$ cat config.mk
export PLATFORM = sky130hd
export DESIGN_NAME = chained_hash_map_flat
export DESIGN_NICKNAME = d
export VERILOG_FILES = /design/src/hw/rtl/chm_pkg.sv /design/src/hw/rtl/chm_req_if.sv /design/src/hw/rtl/chm_rsp_if.sv /design/src/hw/rtl/chained_hash_map.sv /design/src/hw/rtl/chm_mod_unit.sv /design/src/hw/rtl/chm_slot_mem.sv /design/src/flat_wrapper.sv
export SDC_FILE = /design/constraint.sdc
export NUM_CORES = 2
export LEC_CHECK = 0
export ABC_AREA = 1
export BUFFER_PORTS_ARGS = -buffer_cell sky130_fd_sc_hd__buf_2
export CAP_MARGIN = 20
export CORE_UTILIZATION = 40
export DETAILED_ROUTE_END_ITERATION = 7
export PLACE_DENSITY_LB_ADDON = 0.15
export SLEW_MARGIN = 30
export SYNTH_ARGS = -nofsm -noshare
export SYNTH_HDL_FRONTEND = slang
export SYNTH_SLANG_ARGS = --single-unit
$ cat constraint.sdc
create_clock -name clk -period 6.4 [get_ports clk]
set_input_delay 0.96 -clock clk [delete_from_list [all_inputs] [get_ports clk]]
set_output_delay 0.96 -clock clk [all_outputs]
set_load 0.05 [all_outputs]
$ cat src/hw/rtl/chm_pkg.sv
package chm_pkg;

	// Fixed widths of the channel payloads and the configuration register.
	localparam int KIND_W   = 2;
	localparam int KEY_W    = 32;
	localparam int VALUE_W  = 32;
	localparam int STATUS_W = 2;
	localparam int CFG_W    = 4;

	// Bucket count after reset.
	localparam logic [CFG_W-1:0] CFG_RESET = 4'd7;

	// Default geometry of the table.
	localparam int DEF_BUCKETS    = 8;
	localparam int DEF_SLOTS      = 4;
	localparam int DEF_KEY_BITS   = 32;
	localparam int DEF_VALUE_BITS = 32;

	// The remainder unit retires this many key bits per cycle.
	localparam int DIGIT_BITS = 4;
	// The divisor is as wide as the configuration register.
	localparam int DIV_W = CFG_W;

	typedef enum logic [KIND_W-1:0] {
		KIND_INSERT = 2'd0,
		KIND_DELETE = 2'd1,
		KIND_SEARCH = 2'd2
	} kind_t;

	typedef enum logic [STATUS_W-1:0] {
		STAT_OK   = 2'd0,
		STAT_MISS = 2'd1,
		STAT_FULL = 2'd2
	} status_t;

	typedef enum logic [2:0] {
		S_IDLE,
		S_HASH,
		S_DISPATCH,
		S_READ,
		S_CMP,
		S_SHIFT,
		S_MOVE,
		S_FINISH
	} state_t;

	// Request to the remainder unit.
	typedef struct packed {
		logic             start;
		logic [DIV_W-1:0] divisor;
	} mod_req_t;

	// Result of the remainder unit; rem is valid while busy is low.
	typedef struct packed {
		logic             busy;
		logic [DIV_W-1:0] rem;
	} mod_res_t;

endpackage

$ cat src/hw/rtl/chm_req_if.sv
interface chm_req_if;
	import chm_pkg::*;

	logic               valid;
	logic               ready;
	logic [KIND_W-1:0]  kind;
	logic [KEY_W-1:0]   key;
	logic [VALUE_W-1:0] value;

	modport source (output valid, output kind, output key, output value, input ready);
	modport sink (input valid, input kind, input key, input value, output ready);

endinterface

$ cat src/hw/rtl/chm_rsp_if.sv
interface chm_rsp_if;
	import chm_pkg::*;

	logic                valid;
	logic                ready;
	logic [STATUS_W-1:0] status;
	logic [VALUE_W-1:0]  found_value;

	modport source (output valid, output status, output found_value, input ready);
	modport sink (input valid, input status, input found_value, output ready);

endinterface

$ cat src/hw/rtl/chained_hash_map.sv
// Key-to-value hash map with separate chaining.
// Requests arrive on req (kind, key, value) and each yields exactly one beat on
// rsp (status, found_value). The bucket is the key modulo the bucket count,
// which is to be written through cfg_we/cfg_wdata only while the block is
// idle, a rule that the block itself does not enforce; zero counts as one and
// values above BUCKETS saturate. An item is taken only in the idle state. The
// iterative remainder unit then takes the bucket four key bits at a time,
// followed by a dispatch state, a read and a compare state per slot compared
// through the slot memory, a shift and a move state per later entry moved down
// and a closing shift on a delete, and a finishing state that loads the
// response register. A new request is taken only once the item in hand has
// reached the response register.
// The response register holds a finished beat while the receiver stalls; the
// next request is accepted meanwhile and waits at completion until that beat
// has gone.
// Reset clears every bucket fill count and sets the bucket count to 7; slot
// contents are not cleared and are never used before they are written.
module chained_hash_map #(
	parameter int BUCKETS    = chm_pkg::DEF_BUCKETS,
	parameter int SLOTS      = chm_pkg::DEF_SLOTS,
	parameter int KEY_BITS   = chm_pkg::DEF_KEY_BITS,
	parameter int VALUE_BITS = chm_pkg::DEF_VALUE_BITS
) (
	input  logic                      clk,
	input  logic                      arst_n,
	chm_req_if.sink                   req,
	chm_rsp_if.source                 rsp,
	input  logic                      cfg_we,
	input  logic [chm_pkg::CFG_W-1:0] cfg_wdata
);
	import chm_pkg::*;

	localparam int KW     = (KEY_BITS < KEY_W) ? KEY_BITS : KEY_W;
	localparam int VW     = (VALUE_BITS < VALUE_W) ? VALUE_BITS : VALUE_W;
	localparam int BKT_W  = (BUCKETS > 1) ? $clog2(BUCKETS) : 1;
	localparam int SLOT_W = (SLOTS > 1) ? $clog2(SLOTS) : 1;
	localparam int FILL_W = $clog2(SLOTS + 1);
	localparam int ADDR_W = BKT_W + SLOT_W;
	localparam int NB     = 1 << BKT_W;
	localparam int SAT    = (BUCKETS < 15) ? BUCKETS : 15;

	state_t              state_q, state_d;
	logic [CFG_W-1:0]    bucket_count_q;
	logic [DIV_W-1:0]    divisor;
	logic [DIV_W-1:0]    divisor_q;
	logic [KIND_W-1:0]   kind_q;
	logic [KW-1:0]       key_q;
	logic [VW-1:0]       val_q;
	logic [BKT_W-1:0]    bucket_q;
	logic [FILL_W-1:0]   fill_q [NB];
	logic [FILL_W-1:0]   fill_cur_q;
	logic [FILL_W-1:0]   fill_now;
	logic [FILL_W-1:0]   idx_q;
	logic [FILL_W-1:0]   idx_inc;
	status_t             status_q;
	logic [VW-1:0]       found_q;
	logic                out_valid_q;
	logic [STATUS_W-1:0] out_status_q;
	logic [VW-1:0]       out_found_q;
	logic                accept;
	logic                out_load;

	mod_req_t            mod_req;
	mod_res_t            mod_res;

	logic                mem_we;
	logic [ADDR_W-1:0]   mem_waddr;
	logic [KW-1:0]       mem_wkey;
	logic [VW-1:0]       mem_wdata;
	logic [ADDR_W-1:0]   mem_raddr;
	logic [KW-1:0]       rd_key;
	logic [VW-1:0]       rd_data;

	// Configuration register.
	always_ff @(posedge clk or negedge arst_n) begin
		if (!arst_n) begin
			bucket_count_q <= CFG_RESET;
		end else if (cfg_we) begin
			bucket_count_q <= cfg_wdata;
		end
	end

	// Divisor in use: zero counts as one, large counts saturate.
	always_comb begin
		if (bucket_count_q == '0) begin
			divisor = DIV_W'(1);
		end else if (bucket_count_q > CFG_W'(SAT)) begin
			divisor = DIV_W'(SAT);
		end else begin
			divisor = bucket_count_q;
		end
	end

	assign accept    = req.valid && req.ready;
	assign req.ready = (state_q == S_IDLE);
	assign out_load  = (state_q == S_FINISH) && (!out_valid_q || rsp.ready);
	assign fill_now  = fill_q[bucket_q];
	assign idx_inc   = idx_q + 1'b1;

	assign mod_req.start   = accept;
	assign mod_req.divisor = divisor;

	chm_mod_unit #(
		.KW (KW)
	) u_mod (
		.clk    (clk),
		.arst_n (arst_n),
		.req    (mod_req),
		.key    (req.key[KW-1:0]),
		.res    (mod_res)
	);

	chm_slot_mem #(
		.ADDR_W (ADDR_W),
		.KW     (KW),
		.VW     (VW)
	) u_mem (
		.clk   (clk),
		.we    (mem_we),
		.waddr (mem_waddr),
		.wkey  (mem_wkey),
		.wdata (mem_wdata),
		.raddr (mem_raddr),
		.rkey  (rd_key),
		.rdata (rd_data)
	);

	// State register.
	always_ff @(posedge clk or negedge arst_n) begin
		if (!arst_n) begin
			state_q <= S_IDLE;
		end else begin
			state_q <= state_d;
		end
	end

	// Next state and slot memory control.
	always_comb begin
		state_d   = state_q;
		mem_we    = 1'b0;
		mem_waddr = {bucket_q, fill_now[SLOT_W-1:0]};
		mem_wkey  = key_q;
		mem_wdata = val_q;
		mem_raddr = {bucket_q, idx_q[SLOT_W-1:0]};
		case (state_q)
			S_IDLE: begin
				if (accept) begin
					state_d = S_HASH;
				end
			end
			S_HASH: begin
				if (!mod_res.busy) begin
					state_d = S_DISPATCH;
				end
			end
			S_DISPATCH: begin
				state_d = S_FINISH;
				if (kind_q == KIND_INSERT) begin
					mem_we = (fill_now != FILL_W'(SLOTS));
				end else if ((kind_q == KIND_DELETE || kind_q == KIND_SEARCH)
						&& fill_now != '0) begin
					state_d = S_READ;
				end
			end
			S_READ: begin
				state_d = S_CMP;
			end
			S_CMP: begin
				if (rd_key == key_q) begin
					state_d = (kind_q == KIND_SEARCH) ? S_FINISH : S_SHIFT;
				end else if (idx_inc == fill_cur_q) begin
					state_d = S_FINISH;
				end else begin
					state_d = S_READ;
				end
			end
			S_SHIFT: begin
				mem_raddr = {bucket_q, idx_inc[SLOT_W-1:0]};
				state_d   = (idx_inc < fill_cur_q) ? S_MOVE : S_FINISH;
			end
			S_MOVE: begin
				mem_we    = 1'b1;
				mem_waddr = {bucket_q, idx_q[SLOT_W-1:0]};
				mem_wkey  = rd_key;
				mem_wdata = rd_data;
				state_d   = S_SHIFT;
			end
			S_FINISH: begin
				if (out_load) begin
					state_d = S_IDLE;
				end
			end
			default: begin
				state_d = S_IDLE;
			end
		endcase
	end

	// Per-item working registers.
	always_ff @(posedge clk) begin
		case (state_q)
			S_IDLE: begin
				if (accept) begin
					kind_q    <= req.kind;
					key_q     <= req.key[KW-1:0];
					val_q     <= req.value[VW-1:0];
					divisor_q <= divisor;
				end
			end
			S_HASH: begin
				bucket_q <= BKT_W'(mod_res.rem);
			end
			S_DISPATCH: begin
				found_q    <= '0;
				fill_cur_q <= fill_now;
				idx_q      <= '0;
				status_q   <= STAT_OK;
				if (kind_q == KIND_INSERT) begin
					if (fill_now == FILL_W'(SLOTS)) begin
						status_q <= STAT_FULL;
					end
				end else if ((kind_q == KIND_DELETE || kind_q == KIND_SEARCH)
						&& fill_now == '0) begin
					status_q <= STAT_MISS;
				end
			end
			S_CMP: begin
				if (rd_key == key_q) begin
					if (kind_q == KIND_SEARCH) begin
						found_q <= rd_data;
					end
				end else if (idx_inc == fill_cur_q) begin
					status_q <= STAT_MISS;
				end else begin
					idx_q <= idx_inc;
				end
			end
			S_MOVE: begin
				idx_q <= idx_inc;
			end
			default: begin
			end
		endcase
	end

	// Bucket fill counts: grow on a stored insert, shrink when a delete that found its key ends.
	always_ff @(posedge clk or negedge arst_n) begin
		if (!arst_n) begin
			for (int b = 0; b < NB; b++) begin
				fill_q[b] <= '0;
			end
		end else if (state_q == S_DISPATCH && kind_q == KIND_INSERT
				&& fill_now != FILL_W'(SLOTS)) begin
			fill_q[bucket_q] <= fill_now + 1'b1;
		end else if (state_q == S_SHIFT && !(idx_inc < fill_cur_q)) begin
			fill_q[bucket_q] <= fill_cur_q - 1'b1;
		end
	end

	// Response register: holds a beat until the receiver takes it.
	always_ff @(posedge clk or negedge arst_n) begin
		if (!arst_n) begin
			out_valid_q <= 1'b0;
		end else if (out_load) begin
			out_valid_q <= 1'b1;
		end else if (rsp.ready) begin
			out_valid_q <= 1'b0;
		end
	end

	always_ff @(posedge clk) begin
		if (out_load) begin
			out_status_q <= status_q;
			out_found_q  <= found_q;
		end
	end

	assign rsp.valid       = out_valid_q;
	assign rsp.status      = out_status_q;
	assign rsp.found_value = VALUE_W'(out_found_q);

	// The remainder unit is idle whenever a new item can be taken.
	a_mod_idle: assert property (@(posedge clk) disable iff (!arst_n)
		state_q == S_IDLE |-> !mod_res.busy)
		else $error("remainder unit busy while idle");

	// The bucket index is always below the divisor it was taken with.
	a_rem_range: assert property (@(posedge clk) disable iff (!arst_n)
		state_q == S_DISPATCH |-> mod_res.rem < divisor_q)
		else $error("bucket remainder out of range");

	// The fill of the bucket in hand never exceeds the slot count.
	a_fill_bound: assert property (@(posedge clk) disable iff (!arst_n)
		state_q == S_DISPATCH |-> fill_now <= FILL_W'(SLOTS))
		else $error("bucket fill exceeds slot count");

	// A completed item always shows up on the response register.
	a_out_load: assert property (@(posedge clk) disable iff (!arst_n)
		out_load |=> out_valid_q && state_q == S_IDLE)
		else $error("finished item not presented");

endmodule

$ cat src/hw/rtl/chm_mod_unit.sv
module chm_mod_unit #(
	parameter int KW = chm_pkg::KEY_W
) (
	input  logic              clk,
	input  logic              arst_n,
	input  chm_pkg::mod_req_t req,
	input  logic [KW-1:0]     key,
	output chm_pkg::mod_res_t res
);
	import chm_pkg::*;

	localparam int NSTEP = (KW + DIGIT_BITS - 1) / DIGIT_BITS;
	localparam int PAD_W = NSTEP * DIGIT_BITS;
	localparam int CNT_W = $clog2(NSTEP + 1);

	logic               busy_q;
	logic [CNT_W-1:0]   cnt_q;
	logic [PAD_W-1:0]   key_sr_q;
	logic [DIV_W-1:0]   div_q;
	logic [DIV_W-1:0]   rem_q;
	logic [DIV_W-1:0]   rem_next;

	// One digit of restoring division: shift in each of its key bits, subtracting the divisor if it fits.
	always_comb begin
		logic [DIV_W:0]   part;
		logic [DIV_W-1:0] r;
		r = rem_q;
		for (int j = 0; j < DIGIT_BITS; j++) begin
			part = {r, key_sr_q[PAD_W-1-j]};
			if (part >= {1'b0, div_q}) begin
				part = part - {1'b0, div_q};
			end
			r = part[DIV_W-1:0];
		end
		rem_next = r;
	end

	// Control of the digit loop.
	always_ff @(posedge clk or negedge arst_n) begin
		if (!arst_n) begin
			busy_q <= 1'b0;
			cnt_q  <= '0;
		end else if (req.start) begin
			busy_q <= 1'b1;
			cnt_q  <= CNT_W'(NSTEP);
		end else if (busy_q) begin
			cnt_q <= cnt_q - 1'b1;
			if (cnt_q == CNT_W'(1)) begin
				busy_q <= 1'b0;
			end
		end
	end

	// Key shift register, divisor and partial remainder.
	always_ff @(posedge clk) begin
		if (req.start) begin
			key_sr_q <= PAD_W'(key);
			div_q    <= req.divisor;
			rem_q    <= '0;
		end else if (busy_q) begin
			key_sr_q <= key_sr_q << DIGIT_BITS;
			rem_q    <= rem_next;
		end
	end

	assign res.busy = busy_q;
	assign res.rem  = rem_q;

endmodule

$ cat src/hw/rtl/chm_slot_mem.sv
module chm_slot_mem #(
	parameter int ADDR_W = 5,
	parameter int KW     = chm_pkg::KEY_W,
	parameter int VW     = chm_pkg::VALUE_W
) (
	input  logic              clk,
	input  logic              we,
	input  logic [ADDR_W-1:0] waddr,
	input  logic [KW-1:0]     wkey,
	input  logic [VW-1:0]     wdata,
	input  logic [ADDR_W-1:0] raddr,
	output logic [KW-1:0]     rkey,
	output logic [VW-1:0]     rdata
);
	localparam int DEPTH = 1 << ADDR_W;

	logic [KW-1:0] key_mem [DEPTH];
	logic [VW-1:0] data_mem [DEPTH];

	// One write port.
	always_ff @(posedge clk) begin
		if (we) begin
			key_mem[waddr]  <= wkey;
			data_mem[waddr] <= wdata;
		end
	end

	// One read port with registered data.
	always_ff @(posedge clk) begin
		rkey  <= key_mem[raddr];
		rdata <= data_mem[raddr];
	end

endmodule
$ cat src/flat_wrapper.sv
// flat-port wrapper written by rule: the top's interface ports become plain ports
module chained_hash_map_flat import chm_pkg::*;
#(
	parameter int BUCKETS    = chm_pkg::DEF_BUCKETS,
	parameter int SLOTS      = chm_pkg::DEF_SLOTS,
	parameter int KEY_BITS   = chm_pkg::DEF_KEY_BITS,
	parameter int VALUE_BITS = chm_pkg::DEF_VALUE_BITS
)
  (clk, arst_n, cfg_we, cfg_wdata, req_valid, req_kind, req_key, req_value, req_ready, rsp_valid, rsp_status, rsp_found_value, rsp_ready);
  chm_req_if req_i ();
  chm_rsp_if rsp_i ();
  input  logic clk;
  input  logic arst_n;
  input  logic cfg_we;
  input  logic [chm_pkg::CFG_W-1:0] cfg_wdata;
  input wire logic [$bits(req_i.valid)-1:0] req_valid;
  input wire logic [$bits(req_i.kind)-1:0] req_kind;
  input wire logic [$bits(req_i.key)-1:0] req_key;
  input wire logic [$bits(req_i.value)-1:0] req_value;
  output wire logic [$bits(req_i.ready)-1:0] req_ready;
  output wire logic [$bits(rsp_i.valid)-1:0] rsp_valid;
  output wire logic [$bits(rsp_i.status)-1:0] rsp_status;
  output wire logic [$bits(rsp_i.found_value)-1:0] rsp_found_value;
  input wire logic [$bits(rsp_i.ready)-1:0] rsp_ready;
  assign req_i.valid = req_valid;
  assign req_i.kind = req_kind;
  assign req_i.key = req_key;
  assign req_i.value = req_value;
  assign req_ready = req_i.ready;
  assign rsp_valid = rsp_i.valid;
  assign rsp_status = rsp_i.status;
  assign rsp_found_value = rsp_i.found_value;
  assign rsp_i.ready = rsp_ready;
  chained_hash_map #(.BUCKETS(BUCKETS), .SLOTS(SLOTS), .KEY_BITS(KEY_BITS), .VALUE_BITS(VALUE_BITS)) u_core (.clk(clk), .arst_n(arst_n), .req(req_i), .rsp(rsp_i), .cfg_we(cfg_we), .cfg_wdata(cfg_wdata));
endmodule
; ---- Yosys cells after proc, flatten, opt, wreduce, memory -nomap -nowiden
; Memory sizes are Yosys's and may differ from the RTL's. A register that Yosys moved wholly into a read port is not among the register bits.
; Cells that the tools add are included.
; W data, S select, Z words.
[word_totals]
regBits = 220
ramBits = 2048
in_bits = 75
wordCells = 149
mem_count = 2
[classes]
addsub = 8
magnitude_cmp = 8
n_eq_ne = 22
n_mux = 53
bitwise_logic = 1
n_reduce_logical = 28
[memory_table]
columns = memory, depth, width, rd, rd_ports_with_merged_regs, wr, line_no
row1 = u_core.u_mem.data_mem, 32, 32, 1, 1, 1, chm_slot_mem.sv:18  ; logic [VW-1:0] data_mem [DEPTH];
row2 = u_core.u_mem.key_mem, 32, 32, 1, 1, 1, chm_slot_mem.sv:17  ; logic [KW-1:0] key_mem [DEPTH];
[op_table]
columns = op, n
row1 = $mux W32, 6
row2 = $pmux W32 S2, 1
row3 = $bwmux W24, 2
row4 = $mux W24, 2
row5 = $mux W3, 12
row6 = $eq A32 B32 Y1, 1
row7 = $mux W4, 7
row8 = $pmux W3 S8, 1
row9 = $ge A5 B4 Y1, 4
row10 = $sub A4 B4 Y4, 4
row11 = $eq A3 B3 Y1 const B, 5
row12 = $mux W2, 7
row13 = $reduce_and A3 Y1, 4
row14 = $mux W1, 10
row15 = $bmux W3 S3, 1
row16 = $demux W3 S3, 1
row17 = $pmux W3 S3, 1
row18 = $logic_and A1 B1 Y1, 8
row19 = $ne A2 B1 Y1 const B, 4
row20 = $ne A2 B2 Y1 const B, 4
row21 = $reduce_bool A2 Y1, 4
row22 = $add A3 B1 Y3 const B, 2
row23 = $eq A3 B2 Y1 const B, 2
row24 = $logic_not A3 Y1, 2
row25 = other kinds (22), 25

; ---- Depth between registers and ports, before layout
[depth]
depth_word = 9
mapped_depth = 41

; ---- Hierarchy
; A second synthesis with hierarchy kept.
[unflattened]
cells_unflattened = 7885
hier_area_um2 = 93833.7
[by_module_without_submodules]
columns = mod, n_inst, cells_per_inst, area_per_inst_um2, seq_area_each_um2
row1 = chm_slot_mem, 1, 6765, 83133.5, 62780.2
row2 = chained_hash_map, 1, 802, 7946.4, 5098.6
row3 = chm_mod_unit, 1, 318, 2753.9, 1286.2

; ---- Least setup slack after synthesis
; Ideal clock, no wire load.
[synth_timing]
kind = register to register
startpoint = reg u_core.u_mod.div_q[1]
endpoint = reg u_core.u_mod.rem_q[1]
t_arrival_ns = 5.039
required_ns = 6.287
slack_ns = 1.248
path_stages_with_launch = 40
period_less_slack_ns = 5.152
cell_sequence = edfxtp_1 -> inv_1 -> ha_1 -> nand2_1 -> inv_1 -> nand2_1 -> nand2_1 -> nand2_1 -> nand2_1 -> nand2_1 -> nand2_1 -> ha_1 -> a21oi_1 -> o21bai_1 -> nor2_1 -> nand2_1 -> inv_1 -> nand3_1 -> [... 4 more ...] -> nor2_1 -> a211oi_1 -> o21ai_0 -> nor2_1 -> nand3_1 -> nand2_1 -> inv_1 -> ha_1 -> nand2_1 -> nor2_1 -> a211oi_1 -> nor2_1 -> nor3_1 -> inv_1 -> nor2_1 -> nand3_1 -> nand3_1 -> nand2_1
[synth_between]
elab_chain_cells = 8
elab_cells_between_ends = 12
cone_classes = 4 x add/sub / 4 x order compare / 4 x mux
[synth_lines]
columns = element, line_no
row1 = from (decl), chm_mod_unit.sv:19  ; logic [DIV_W-1:0] div_q;
row2 = from (signal assigned), chm_mod_unit.sv:58  ; div_q <= req.divisor;
row3 = $sub A4 B4 Y4 / $ge A5 B4 Y1 (equally long branches), "chm_mod_unit.sv:31, chm_mod_unit.sv:30"
row4 = $mux W4, chm_mod_unit.sv:30  ; if (part >= {1'b0, div_q}) begin
row5 = $sub A4 B4 Y4 / $ge A5 B4 Y1 (equally long branches), "chm_mod_unit.sv:31, chm_mod_unit.sv:30"
row6 = $mux W4, chm_mod_unit.sv:30
row7 = $ge A5 B4 Y1 / $sub A4 B4 Y4 (equally long branches), "chm_mod_unit.sv:30, chm_mod_unit.sv:31"
row8 = $mux W4, chm_mod_unit.sv:30
row9 = $sub A4 B4 Y4 / $ge A5 B4 Y1 (equally long branches), "chm_mod_unit.sv:31, chm_mod_unit.sv:30"
row10 = $mux W4 *, chm_mod_unit.sv:30
row11 = to (signal assigned), chm_mod_unit.sv:62  ; rem_q <= rem_next;
row12 = to (decl), chm_mod_unit.sv:20  ; logic [DIV_W-1:0] rem_q;
; Mark *: on every way between the ends. The rest lies on a longest branch, timed or not.
; A chain may end at the register's enable or synchronous reset.

; ---- Worst setup path after layout
[layout_timing]
startpoint = reg u_core.u_mod.div_q[2]
endpoint = reg u_core.u_mod.rem_q[3]
; Same word-level chain as after synthesis.

==> metrics <==
initial antenna violation count 8; CTS tree yes; total grt overflow 0; Pins Over Slew Limit 0; max_slew headroom 0.3096; cell area after synthesis between 90000 and 100000 um2; Crit path max-delay family simple AND/OR/NAND/NOR gates; Max-cap violations 0; Clock Skew approximately 62 ps; DRC 0; CP Class register to register; pin count of the biggest net entering global routing between 200 and 300; RSZ-0062 raised after global routing no; total power draw approximately 0.052 W; syn nets 6855; pwr/cell area 504.9 nW/um2; post-synthesis cell count approximately 6700; Hold Fails Final Rpt 0; Non-Filler Instances 10050; Detailed Place HPWL 141.9 mm; Critical Path Source Type register; Logic pwr share 0.367; DRT antenna net count 0; GPL Wtd Cong 0.8035; gr usage total 0.2306; number of synthesized flops with an enable pin 2227; most frequent cells in the layout 2227 x edfxtp_1, 1232 x nor2_1, 1079 x o21ai_0, 559 x nand2_1, 471 x o22ai_1; Post-Route WL ~270 mm; register area share after synthesis 0.7670; Max VDD drop 386.5 uV; Placed Cells between 9000 and 10000; setup tns final 0 ps; DRT iter0 DRCs about 6000; CTS sink count 2332; Worst Path Buf+Inv 7; slowest stage cell, crit path edfxtp_1; Finish-stage setup viols 0; leakage 34.13 nW; clock insertion delay at the later pin of the skew report 890 ps; Die ar. 227400 um2; sw frac 0.3863; Yosys reg bits 2332; Synth Flop Type edfxtp_1; PortBufs 110; Crit path arrival time 6310 ps; most common cell after layout, fill and taps aside edfxtp_1; layout cells sized above 1 0.1073; CTS clock-pin slew for the worst setup and hold paths ~60 ps; Multi-input gate area 19310 um2; Starting Density 0.4041; Final min period 5584 ps; core area 223200 um2; Critical Path Max Stage Delay 360 ps; Peak Freq 0.1791 GHz; Via density 5.592; CP required 7120 ps; routed len/inst around 27 um; final net count 6958; CP Capture Type register; # hold bufs at CTS 0; first-pass GRT wire length 386.2 mm; hold slack just under 60 ps; CTS H-Tree Depth 4; vias 56210; I/O Pins approximately 110; Worst Max-Slew Pin Slew between 1000 and 1500 ps; Hold Path Class input pin to async pin; Internal 0.03194 W; Site Rows 173; synth unique cells 44; Synth-to-Final Area Change 14.32%; Worst path most repeated cell nand2_1; clock group share of total power 0.263; clock tree buffer depth 3; Net Switching 0.02011 W; status finished, final reports clean; Pre-antenna DRT Iters 6; ys async rst share 0.01587; synthesized area per cell 13.36 um2; Reg area between 60000 and 70000 um2; sequential power share 0.370; vias in the first global route 53400; Ys Warns 0; CTS root buf clkbuf_16; crit-path max FO 5; fin crit share 0.8725; Die Ht ~480 um; cts bufs inserted 237; # fillers 19780; Die X 476.8 um
==> per-stage QoR <==
step / setup WS [ps] / instance area (um2) / utilization
finish: 815.9 / 103100 / 0.4620
floorplan: 1248 / 90180 / -
detailed placement: 676.9 / 95160 / 0.4264
global placement: 540.9 / 94960 / 0.4255
CTS: 631.1 / 102900 / 0.4609
global route: 85.62 / 103100 / 0.4619
==> synthesized netlist by cell type (2+ instances only) <==
cell,number,area share
ha_1,27,0.0037
and3_1,2,0.00014
a22o_1,178,0.017
xnor2_1,12,0.0012
o21ai_1,11,0.00061
nand2_2,4,0.00028
a21oi_1,11,0.00061
buf_4,4,0.00033
nor3_1,10,0.00056
o21ai_0,1124,0.062
clkbuf_1,339,0.014
o22ai_1,471,0.033
a211oi_1,3,0.00025
dfrtp_1,34,0.0094
or2_1,11,0.00076
nand4_1,45,0.0031
fa_1,4,0.00089
buf_1,14,0.00058
or2_2,20,0.0014
inv_2,18,0.00075
mux2_2,2,0.00025
nand3_1,39,0.0022
inv_1,129,0.0054
nand2_1,571,0.024
nor2_2,2,0.00014
edfxtp_1,2227,0.74
a41oi_1,2,0.00019
nand3_2,3,0.00033
xor2_1,17,0.0017
a221oi_1,4,0.00039
dfstp_2,3,0.00087
dfxtp_1,68,0.015
nor2_1,1267,0.053
buf_2,63,0.0035
==> worst paths after layout <==
kind	start	endpoint	slack (ps)	cells past startpoint
max in group asynchronous	arst_n	u_core.fill_q[14]	5910	1
hold / removal	arst_n	u_core.bucket_count_q[3]	60	1
min in group clk	req_value[29]	u_core.val_q[29]	250	1
setup / recovery	u_core.u_mod.div_q[2]	u_core.u_mod.rem_q[3]	820	38
hold reg to reg	u_core.found_q[8]	u_core.rsp.found_value[8]	420	0
setup reg to reg	u_core.u_mod.div_q[2]	u_core.u_mod.rem_q[3]	820	38
==> cell families after synthesis <==
kind of cell,count (synthesis),synth area share
xor+xnor,29,0.002817
fa+ha+maj,31,0.004634
buf+inv,568,0.02477
mux,2,0.0002497
compound gates,1810,0.1149
flops,2332,0.7670
simple gates,1977,0.08565
==> what timing repair did <==
item	4_1_cts	5_1_grt
buffers inserted	0	0
gates resized for setup	0	2
endpoints found under the setup margin	0	4
==> worst register-to-register path, delay by kind of cell, from the launching register on <==
kind / cells / cell delay [ps]
buffers and inverters: 7 / 720
and+or+nand+nor: 21 / 2060
adders and majority gates: 4 / 1220
AOI/OAI and AO/OA: 6 / 1100
DFF: 1 / 360
==> layout make-up <==
class                   count  share of cell area
repair buffers            285             0.02496
clock inverters           126             0.01147
well taps                2975             0.03611
inverters                 147            0.005789
diodes                     15           0.0003641
multi-input cells        3849              0.1873
flip-flops and latches   2332              0.6709
clock buffers             323             0.06313
==> layer usage <==
layer  GRT usage  up-vias  part of all wire
met5           0        -          0.000045
met4     0.06063        2             0.024
met3     0.03026      328             0.060
met2      0.3618     1903              0.46
met1      0.3377    28840              0.45
li1            -    25140                 -
==> power by group through the flow <==
stage	Combinational, W	Clock (W)	Sequential (W)
CTS	0.0191	0.0140	0.0193
floorplan	0.0118	0	0.0196
finish	0.0191	0.0137	0.0193
global route	0.0210	0.0145	0.0193
detailed placement	0.0190	0	0.0196
global placement	0.0189	0	0.0196
==> state kept, by name (all words and copies together), names as in the netlist <==
signal                  count
u_core.idx_q                3
u_core.status_q             2
u_core.key_q               32
u_core.u_mod.cnt_q          4
u_core.rsp.valid            1
u_core.u_mod.div_q          4
u_core.state_q              3
u_core.rsp.status           2
u_core.u_mem.rdata         32
u_core.rsp.found_value     32
u_core.u_mem.key_mem     1024
u_core.u_mem.rkey          32
u_core.kind_q               2
u_core.found_q             32
u_core.val_q               32
u_core.u_mod.key_sr_q      32
u_core.u_mod.busy_q         1
u_core.fill_q              24
u_core.fill_cur_q           3
u_core.u_mem.data_mem    1024
u_core.u_mod.rem_q          4
u_core.bucket_q             3
u_core.bucket_count_q       4
Note: power is estimated with default switching activity, not from simulation.
